### src/assert_macros.svh
// assertion helpers for the price level book
`ifndef ASSERT_MACROS_SVH
`define ASSERT_MACROS_SVH
`ifndef SYNTHESIS
`define ASSERT_CLK(label, clk, rst_n, prop, msg) \
  label: assert property (@(posedge clk) disable iff (!rst_n) prop) else $error(msg);
`define ASSERT_NORST(label, clk, prop, msg) \
  label: assert property (@(posedge clk) prop) else $error(msg);
`else
`define ASSERT_CLK(label, clk, rst_n, prop, msg)
`define ASSERT_NORST(label, clk, prop, msg)
`endif
`endif

### src/plbu_pkg.sv
// ----------------------------------------------------------------------------
// plbu_pkg
// types and constants for the price level book update unit
// ----------------------------------------------------------------------------
`default_nettype none
package plbu_pkg;
  localparam int unsigned LevelDepth = 64;
  localparam int unsigned PriceBits  = 32;
  localparam int unsigned VolumeBits = 32;
  localparam int unsigned IdxBits    = $clog2(LevelDepth);
  localparam int unsigned CntBits    = $clog2(LevelDepth + 1);

  typedef enum logic [2:0] {
    StInserted       = 3'd0,
    StReplaced       = 3'd1,
    StRemoved        = 3'd2,
    StRemoveIgnored  = 3'd3,
    StWorstDropped   = 3'd4,
    StInsertDropped  = 3'd5,
    StCleared        = 3'd6
  } status_e;

  typedef enum logic [1:0] {
    KindUpdate = 2'd0,
    KindClear  = 2'd1
  } kind_e;

  typedef struct packed {
    logic                  operation;
    logic                  side;
    logic [PriceBits-1:0]  price_ticks;
    logic [VolumeBits-1:0] volume_lots;
  } req_t;

  typedef struct packed {
    logic [2:0]            status;
    logic [PriceBits-1:0]  best_bid_price;
    logic [VolumeBits-1:0] best_bid_volume;
    logic [PriceBits-1:0]  best_ask_price;
    logic [VolumeBits-1:0] best_ask_volume;
    logic [CntBits-1:0]    bid_levels;
    logic [CntBits-1:0]    ask_levels;
  } rsp_t;

  // classified command passed from front to back
  typedef struct packed {
    kind_e                 kind;
    logic                  side;
    logic [PriceBits-1:0]  price;
    logic [VolumeBits-1:0] volume;
    logic                  vol_zero;
  } cmd_t;
endpackage
`default_nettype wire

### src/plbu_front.sv
// ----------------------------------------------------------------------------
// plbu_front
// accepts words, classifies them and holds a two entry command queue
// ----------------------------------------------------------------------------
`default_nettype none
`include "assert_macros.svh"
module plbu_front (
  input  wire logic          clk_i,
  input  wire logic          rst_ni,
  input  wire logic          start_i,
  input  plbu_pkg::req_t     req_i,
  output logic               busy_o,
  output logic               cmd_valid_o,
  output plbu_pkg::cmd_t     cmd_o,
  input  wire logic          cmd_pop_i
);
  import plbu_pkg::*;

  cmd_t       fifo_q [2];
  logic       wr_ptr_q, rd_ptr_q;
  logic [1:0] cnt_q, cnt_d;
  logic       push;
  cmd_t       cmd_new;

  assign busy_o      = (cnt_q == 2'd2);
  assign push        = start_i && !busy_o;
  assign cmd_valid_o = (cnt_q != 2'd0);
  assign cmd_o       = fifo_q[rd_ptr_q];

  always_comb begin
    cmd_new.kind     = req_i.operation ? KindClear : KindUpdate;
    cmd_new.side     = req_i.side;
    cmd_new.price    = req_i.price_ticks;
    cmd_new.volume   = req_i.volume_lots;
    cmd_new.vol_zero = (req_i.volume_lots == '0);
  end

  always_comb begin
    cnt_d = cnt_q;
    if (push && !cmd_pop_i) begin
      cnt_d = cnt_q + 2'd1;
    end else if (!push && cmd_pop_i) begin
      cnt_d = cnt_q - 2'd1;
    end
  end

  always_ff @(posedge clk_i or negedge rst_ni) begin
    if (!rst_ni) begin
      cnt_q    <= '0;
      wr_ptr_q <= 1'b0;
      rd_ptr_q <= 1'b0;
    end else begin
      cnt_q <= cnt_d;
      if (push) begin
        wr_ptr_q <= !wr_ptr_q;
      end
      if (cmd_pop_i) begin
        rd_ptr_q <= !rd_ptr_q;
      end
    end
  end

  always_ff @(posedge clk_i) begin
    if (push) begin
      fifo_q[wr_ptr_q] <= cmd_new;
    end
  end

  `ASSERT_CLK(pop_nonempty, clk_i, rst_ni, cmd_pop_i |-> cmd_valid_o, "pop of empty queue")
  `ASSERT_CLK(cnt_bound, clk_i, rst_ni, cnt_q != 2'd3, "queue count out of range")
  `ASSERT_CLK(full_blocks, clk_i, rst_ni,
              (cnt_q == 2'd2 && !cmd_pop_i) |=> cnt_q == 2'd2, "full queue lost a word")
endmodule
`default_nettype wire

### config.mk
export PLATFORM = sky130hd
export DESIGN_NAME = plbu_front
export DESIGN_NICKNAME = d
export VERILOG_FILES = /design/src/plbu_pkg.sv /design/src/plbu_front.sv
export VERILOG_INCLUDE_DIRS = /design/src /design/src/src
export SDC_FILE = /design/constraint.sdc
export NUM_CORES = 1
export LEC_CHECK = 0
export BUFFER_PORTS_ARGS = -buffer_cell sky130_fd_sc_hd__clkbuf_2
export CAP_MARGIN = 0
export CELL_PAD_IN_SITES_DETAIL_PLACEMENT = 0
export CELL_PAD_IN_SITES_GLOBAL_PLACEMENT = 1
export CORE_MARGIN = 5
export CORE_UTILIZATION = 44
export DETAILED_ROUTE_END_ITERATION = 8
export GPL_TIMING_DRIVEN = 1
export PLACE_DENSITY = 0.86
export SETUP_SLACK_MARGIN = 0.1
export SLEW_MARGIN = 20
export SYNTH_ARGS = -nofsm -noshare
export SYNTH_HDL_FRONTEND = slang
export SYNTH_SLANG_ARGS = --single-unit
### constraint.sdc
create_clock -name clk_i -period 4.6 [get_ports clk_i]
set_input_delay 0 -clock clk_i [delete_from_list [all_inputs] [get_ports clk_i]]
set_output_delay 0 -clock clk_i [all_outputs]
set_load 0.01 [all_outputs]
==> results of run 1 <==
## state kept, by name, summed over array words and instances (netlist names)
register	cells
cnt_q	2
fifo_q	134
rd_ptr_q	1
wr_ptr_q	1
## per-stage QoR
| step | power [uW] | utilization |
|---|---|---|
| global route | 4660 | 0.636 |
| floorplan | 2660 | - |
| finish | 4450 | 0.636 |
| detailed placement | 3070 | 0.522 |
| global placement | 3040 | 0.522 |
| CTS | 4500 | 0.636 |
## cells in the mapped netlist
library cell	number
and3_1	1
buf_2	4
buf_4	1
buf_6	2
buf_8	2
conb_1	1
dfrtp_1	4
edfxtp_1	134
ha_1	1
inv_1	3
mux2_2	47
mux2_4	20
nand2_1	1
nand2b_1	1
nand4_1	2
nor2_1	3
nor4_1	8
or2_2	1
xnor2_1	2
xor2_1	3
## kinds of logic after synthesis
| kind of cell | share of synthesized area |
|---|---|
| other | 0.000721 |
| AND/OR/NAND/NOR | 0.0185 |
| flip-flops | 0.793 |
| multiplexers | 0.159 |
| adder cells (fa/ha/maj) | 0.00241 |
| buffers and inverters | 0.0176 |
| XOR/XNOR | 0.00842 |
## final timing paths
kind / start / endpoint / slack [ps] / depth (start not counted)
worst max-delay path: cnt_q[0] / fifo_q[0][15] / 2290 / 4
worst min-delay path: req_i[58] / fifo_q[0][59] / 330 / 2
worst max register to register: cnt_q[0] / fifo_q[0][15] / 2290 / 4
worst min register to register: cnt_q[1] / cnt_q[1] / 500 / 1
max in group asynchronous: rst_ni / rd_ptr_q / 3890 / 3
min in group asynchronous: rst_ni / rd_ptr_q / 520 / 3
## critical path, delay by kind of cell (launching register included)
| family | cells | cell delay [ps] |
|---|---|---|
| DFF | 1 | 400 |
| buffers and inverters | 1 | 590 |
| and+or+nand+nor | 3 | 910 |
## layer usage
metal | track usage | vias up | wire length, um
met5 | 0 | - | 0
met4 | 0.0536 | 0 | 134
met3 | 0.0559 | 13 | 682
met2 | 0.251 | 108 | 5060
met1 | 0.185 | 1452 | 4310
li1 | - | 1390 | -
## cell type report
class	count	area [um2]	area share
inverter	3	11.3	0.00154
multi-input combinational	91	998	0.136
sequential	138	4130	0.564
clock inverter	13	176	0.0241
timing repair buffer	209	1400	0.191
clock buffer	19	433	0.0591
tap	143	179	0.0244
## power by group through the flow
stage	clock network (uW)	registers [uW]	logic, uW
5_1_grt	1460	1960	1240
2_1_floorplan	0	1820	848
3_3_place_gp	0	1940	1110
3_5_place_dp	0	1950	1110
4_1_cts	1410	1930	1160
6_report	1390	1920	1150
## cell usage in the layout, fill, tap and decap left out
master and count:
inv_1 3, clkbuf_1 2, ha_1 1, conb_1 1, nand2b_1 1, mux2_4 20
clkbuf_2 138, nor2_4 1, dlygate4sd3_1 70, nor4_1 8, mux2_2 47, clkinv_2 1
or2_2 1, and3_4 1, nand4_1 2, xnor2_1 2, clkinv_1 3, clkbuf_16 17
dfrtp_4 1, edfxtp_1 134, clkinv_4 2, buf_4 1, clkinvlp_4 3, dfrtp_1 3
xor2_1 3, nand2_1 1, nor2_1 2, bufinv_16 4
==> results.md, run 1 <==
* DP Cell Count at approximately 510
* Clk sinks at 138
* Max-slew violation count at 0
* Worst-Skew Late Latency at approximately 400 ps
* Setup CP Type: register to register
* Total CTS buffers at 17
* Net Count, Synth at ~310
* CP Launch Type: register
* Detailed Route WL at 10,200 um
* Sequential power share at 0.431
* Crit-path slowest cell: nor2_4
* PortBufs at approximately 140
* CP required at 4630 ps
* Count of final hold-check violations at 0
* Post-route DRC at 0
* Synth cell types at 20
* Reg clk slew, reported paths at approximately 50 ps
* Largest net degree at the start of global routing at 69
* Combinational share of power at 0.258
* Avg Cell Area, Syn at 21.6 um2
* Design Area, Final at 7320 um2
* GRT overflow at 0
* Die width at ~120 um
* H-Tree Depth at 4
* Die Y at between 100 and 150 um
* Hold Worst Slack at about 330 ps
* Fin worst setup slack at roughly 2300 ps
* Initial antenna violation count at 0
* CORE AREA at around 12,000 um2
* Post-CTS Setup Inserts at 0
* DRT Pass-1 Iters at 4
* Crit path max fanout at 42
* Max Cap Viol at 0
* Peak supply drop at approximately 320 uV
* Yosys reg bits at approximately 140
* Worst-Margin Slew at between 1000 and 1500 ps
* Cts hold-fix bufs at 70
* Leakage power at ~0.0029 uW
* Final nets at around 530
* Crit path cell chain: nand2b_1 > nand2_1 > nor2_4 > buf_4
* YS warnings at 0
* Die area at ~14,000 um2
* Synthesized cell area at around 5200 um2
* Peak Freq at 0.432 GHz
* Post-CTS sizing at 0
* PwrDens at around 610 nW/um2
* Synth top area cells: edfxtp_1, mux2_2, mux2_4
* Drt initial violations at around 120
* GR Util All Layers at 0.152
* CTS tree: yes
* Vias in the first global route at roughly 3,300
* Total number of vias at between 2,000 and 3,000
* Setup TNS at 0 ps
* Switching share of power at 0.276
* Drt wl/cell at around 17 um
* Crit. End Element: register
* Max Root-Sink Buffers at 2
* Clock share of power at 0.311
* Site Rows at 39
* Layout area overhead at 40.8%
* Status: complete, no violations
* Register area share after synthesis at 0.793
* Int Pwr at 3230 uW
* Critical Path AT at between 2000 and 2500 ps
* IO Count at 140
* Dpl ws at approximately 2300 ps
* CTS root buf: clkbuf_16
* Cells after Synth at roughly 240
* Total net switching power at ~1200 uW
* Final GP Congestion at around 0.75
* HPWL after detailed placement at 6200 um
* Relative slew slack at 0.325
* Slowest stage delay, CP at 600 ps
* FILL cells at between 800 and 900
* Vias per cell at roughly 4.8
* Routed Antenna Nets at 0
* Yosys top cell by area: edfxtp_1
* Starting density of the core at 0.452
* Synth top area share at 0.774
* Clock skew at between 5 and 6 ps
* Post-route insts no fill at around 620
* Placed cell area at 6010 um2
* Ant. Diodes at 0
* Global-route wire length before repair at 16,600 um
* Period utilization at 0.503
* Final setup violation count at 0
* Layout cell share with drive strength beyond 1 at 0.501
* Worst min path class: input port to register
* Unrepaired setup endpoints after global routing: false
* Minimum clock period at 2310 ps
(Power assumes the default switching activity.)
==> inputs of run 2 (changes only) <==
- CORE_UTILIZATION: 44 -> 40
- PLACE_DENSITY: 0.86 -> 0.83
- clock period: 4.6 -> 2 ns (I/O delays scaled with it)
==> run 2 against run 1 <==
Against the previous run:
- via count up 0.88%
- die area up 9.1%
- global-route usage down 0.91 points
- clock power up 87%
- critical path depth down 1
- largest cell class unchanged
- highest routed layer unchanged
==> results.md, run 2 (synthesis gave the netlist of run 1 again) <==
* Period utilization at 0.866
* Critical Path AT at between 1500 and 2000 ps
* CTS root buf: clkbuf_16
* Status: complete, no violations
* Count of final hold-check violations at 0
* Crit path max fanout at between 60 and 70
* GR Util All Layers at 0.143
* H-Tree Depth at 4
* Reg clk slew, reported paths at 50 ps
* Post-route DRC at 0
* Max Cap Viol at 0
* Worst-Margin Slew at ~560 ps
* Dpl ws at roughly 500 ps
* Worst min path class: input port to register
* Routed Antenna Nets at 0
* Vias in the first global route at 3,289
* Crit. End Element: primary output
* PwrDens at around 1300 nW/um2
* Worst-Skew Late Latency at 400 ps
* Initial antenna violation count at 0
* Leakage power at 0.00286 uW
* Most flops, register: fifo_q
* PortBufs at around 140
* Global-route wire length before repair at about 16,000 um
* IO Count at 140
* Vias per cell at 4.61
* CORE AREA at 12,700 um2
* Clock skew at approximately 7.5 ps
* Final nets at roughly 530
* Setup CP Type: register to primary output
* Post-CTS sizing at 0
* Commonest non-fill, non-tap cell in the layout: clkbuf_2
* GRT overflow at 0
* Peak supply drop at a little over 900 uV
* CTS tree: yes
* Post-route insts no fill at 648
* Clk sinks at between 100 and 150
* Detailed Route WL at around 10,000 um
* Final GP Congestion at 0.724
* DRT Pass-1 Iters at 4
* Site Rows at 41
* Total CTS buffers at 17
* DP Cell Count at roughly 550
* Minimum clock period at about 1700 ps
* HPWL after detailed placement at approximately 6400 um
* CP required at roughly 2000 ps
* Max-slew violation count at 0
* Drt initial violations at about 130
* Total number of vias at approximately 3,000
* Relative slew slack at 0.623
* Max Root-Sink Buffers at 2
* Fin worst setup slack at approximately 270 ps
* FILL cells at between 900 and 1,000
* Layout area overhead at 41.0%
* Max reg flops at around 130
* Unrepaired setup endpoints after global routing: false
* Commonest cells after routing, fill and taps aside: clkbuf_2, edfxtp_1, dlygate4sd3_1
* Drt wl/cell at about 16 um
* Biggest regs: fifo_q x134, cnt_q x2
* Ant. Diodes at 0
* Die Y at 124 um
* Reg-to-reg setup timing slack at 520 ps
* Die area at roughly 15,000 um2
* Die width at about 120 um
* Final setup violation count at 0
* Starting density of the core at 0.410
* Post-CTS Setup Inserts at 0
* Largest net degree at the start of global routing at 69
* Layout cell share with drive strength beyond 1 at 0.504
* Peak Freq at about 0.58 GHz
* CP Launch Type: register
* Cts hold-fix bufs at 70
run 2: cell types whose count changed in the layout (fill, tap and decap cells not counted), sizes merged:
| cell | previous run | this run |
|---|---|---|
| buf | 1 | 4 |
| clkbuf | 157 | 159 |
| clkinv | 6 | 9 |
| clkinvlp | 3 | 2 |
| bufinv | 4 | 0 |
run 2: power breakdown:
| group | leakage, uW | internal (uW) | switching [uW] |
|---|---|---|---|
| sequential | 0.00129 | 3960 | 168 |
| clock | 0.000243 | 1550 | 1050 |
| combinational | 0.00133 | 1490 | 1570 |
run 2: per-stage QoR:
stage | utilization | instance area [um2] | power (uW) | hold slack [ps] | TNS, ps
after global routing | 0.579 | 7340 | 10300 | 313 | 0
after global placement | 0.484 | 6140 | 7140 | -187 | 0
after detailed placement | 0.484 | 6140 | 7210 | -184 | 0
final | 0.579 | 7340 | 9780 | 331 | 0
after floorplan | - | 5230 | 6120 | -296 | -856
after CTS | 0.579 | 7340 | 9960 | 297 | 0
run 2: worst max-delay path: stages, from the launching register on:
cell      delay [ps]
dfrtp_4          410
buf_12           360
mux2_2           390
clkbuf_2         140
run 2: per-layer routing:
metal	global-route usage	vias to the layer above	part of all wire	wire, um
met5	0	-	0	0
met4	0.0595	0	0.013	138
met3	0.0513	12	0.074	761
met2	0.254	108	0.53	5470
met1	0.154	1467	0.38	3970
li1	-	1402	-	-
run 2: layout make-up:
type	count	area, um2	area share
sequential	138	4130	0.563
clock inverter	11	56.3	0.00768
timing repair buffer	212	1470	0.201
inverter	3	11.3	0.00154
clock buffer	21	440	0.0600
multi-input combinational	91	1010	0.138
tap	172	215	0.0293
run 2: worst paths after layout:
check	depth (start not counted)	endpoint	startpoint
max in group asynchronous	3	rd_ptr_q	rst_ni
setup reg to reg	3	fifo_q[1][49]	cnt_q[0]
min in group asynchronous	3	cnt_q[1]	rst_ni
hold reg to reg	1	cnt_q[1]	cnt_q[1]
setup / recovery	3	cmd_o[65]	rd_ptr_q
hold / removal	2	fifo_q[1][56]	req_i[55]
==> inputs of run 3 (changes only) <==
- BUFFER_PORTS_ARGS: -buffer_cell sky130_fd_sc_hd__clkbuf_2 -> unset
- CORE_UTILIZATION: 40 -> 47
- DONT_BUFFER_PORTS: unset -> 1
- PLACE_DENSITY: 0.83 -> 0.81
==> run 3 against run 2 <==
Against the previous run:
- clock-buffer cell count fell by 3
- clock power rose by 17%
- global-route usage rose by 1.1 points
- wire length fell by 3.6%
- power fell by 0.74%
- register-to-register slack barely moved
- fmax fell by 4.7%
- sequential power rose by 2%
- non-clock buffer count fell by 135
- clock skew rose by 0.84 ps
- flip-flop and latch count did not move
- combinational power fell by 20%
==> results.md, run 3 (synthesis gave the netlist of run 1 again) <==
* Initial antenna violation count at 0
* Max Cap Viol at 0
* Max-slew violation count at 0
* Worst hold path cell count at 2
* Setup CP Type: register to primary output
* Max Root-Sink Buffers at 2
* CP required at approximately 2000 ps
* Relative slew slack at 0.640
* Total number of vias at roughly 2,500
* Crit. End Element: primary output
* Global-route wire length before repair at approximately 15,000 um
* CORE AREA at around 11,000 um2
* Status: complete, no violations
* Total power at between 9000 and 10,000 uW
* Clk sinks at roughly 140
* Commonest cells after routing, fill and taps aside: edfxtp_1, dlygate4sd3_1, mux2_2
* Drt initial violations at 152
* R2R cell count at 3
* IO Count at between 100 and 150
* Worst setup startpoint: rd_ptr_q
* Clock skew at about 8.4 ps
* Placed cell area at around 5400 um2
* Total CTS buffers at 17
* Worst-Skew Late Latency at roughly 500 ps
* Detailed Route WL at between 9000 and 10,000 um
* Crit path max fanout at 30
* Global-route met3 utilization at 0.0584
* PwrDens at ~1400 nW/um2
* Hold endpoint: fifo_q[1][20]
* Final setup violation count at 0
* Leakage power at between 0.002 and 0.0025 uW
* Routed Antenna Nets at 0
* Worst-Margin Slew at ~540 ps
* Peak supply drop at approximately 1100 uV
* Period utilization at 0.908
* Most flops, register: fifo_q
* GR Util All Layers at 0.154
* Setup TNS at 0 ps
* Layout area overhead at 29.0%
* Met1 Use GR at 0.180
* Die Y at 115 um
* Slowest stage delay, CP at ~600 ps
* Largest net degree at the start of global routing at 44
* Max reg flops at 134
* Post-route DRC at 0
* CP Launch Type: register
* Post-CTS sizing at 0
* Drt wl/cell at slightly above 20 um
* PortBufs at 0
* Critical Path AT at around 1800 ps
* RR Startpoint: cnt_q[0]
* Vias per cell at 5.19
* Biggest regs: fifo_q x134, cnt_q x2
* Crit path cell chain: buf_12 > mux2_2
* H-Tree Depth at 4
* Commonest non-fill, non-tap cell in the layout: edfxtp_1
* GR peak layer: met2
* Die area at 13,300 um2
* Design Area, Final at ~6700 um2
* Vias in the first global route at between 2,000 and 3,000
* Count of final hold-check violations at 0
* Reg-to-reg setup timing slack at roughly 530 ps
* CTS root buf: clkbuf_8
* Hold Worst Slack at ~77 ps
* DRT Pass-1 Iters at 4
* CTS tree: yes
* Reg clk slew, reported paths at 60 ps
* Crit-path slowest cell: dfrtp_4
* Critical R2R Capture: fifo_q[1][52]
* Unrepaired setup endpoints after global routing: false
* Peak Freq at about 0.55 GHz
* Final nets at ~400
* Final GP Congestion at a little over 0.7
* Starting density of the core at 0.480
* GRT overflow at 0
* Worst min path class: input port to register
* Global routing usage on met2 at 0.255
* Share of the core filled with cells at 0.619
* Layout cell share with drive strength beyond 1 at 0.326
* Site Rows at 38
* Worst hold path startpoint: start_i
* Minimum clock period at about 1800 ps
* Ant. Diodes at 0
* Die width at 115 um
* HPWL after detailed placement at slightly above 6000 um
run 3: cell count changes in the layout (fill, tap and decap cells not counted), sizes merged:
cell and change:
clkbuf -141, inv +3, clkinv -5, clkinvlp +2
bufinv +3, buf +3
run 3: worst max path at each step:
| stage | end | slack [ps] | depth (start not counted) |
|---|---|---|---|
| 3_3_place_gp | cmd_o[64] | 570 | 2 |
| 3_5_place_dp | fifo_q[1][48] | 520 | 3 |
| 5_1_grt | cmd_o[64] | 110 | 2 |
| 2_1_floorplan | fifo_q[0][0] | -10 | 3 |
| 6_report | cmd_o[63] | 180 | 2 |
| 4_1_cts | cmd_o[63] | 150 | 2 |
run 3: layout make-up:
class                   instances  area, um2
fillers                       770       4130
inverters                       3       11.3
flip-flops and latches        138       4130
clock inverters                14        170
multi-input cells              91       1010
well taps                     140        175
clock buffers                  18        418
repair buffers                 77        798
run 3: power breakdown:
part	internal [uW]	switching (uW)	total (uW)
clock	1900	1150	3050
combinational	1100	1330	2430
sequential	3960	262	4220
run 3: metrics by stage:
| step | setup slack [ps] | std cells |
|---|---|---|
| 2_1_floorplan | -12.8 | 241 |
| 3_3_place_gp | 573 | 378 |
| 3_5_place_dp | 525 | 378 |
| 4_1_cts | 153 | 481 |
| 5_1_grt | 112 | 481 |
| 6_report | 183 | 481 |
run 3: repair_timing:
action / in CTS / in global routing
buffers inserted: 1 / 0
hold endpoints to repair: 185 / 0
hold buffers: 70 / 0
endpoints found under the setup margin: 37 / 0
run 3: metal layers:
metal,part of all wire,vias to the layer above
met5,0,-
li1,-,1131
met1,0.40,1242
met2,0.50,109
met3,0.087,16
met4,0.013,0
run 3: critical path: cells and delay by family, from the launching register on:
family   cells  cell delay, ps
buf+inv      1             270
mux          1             400
flops        1             610
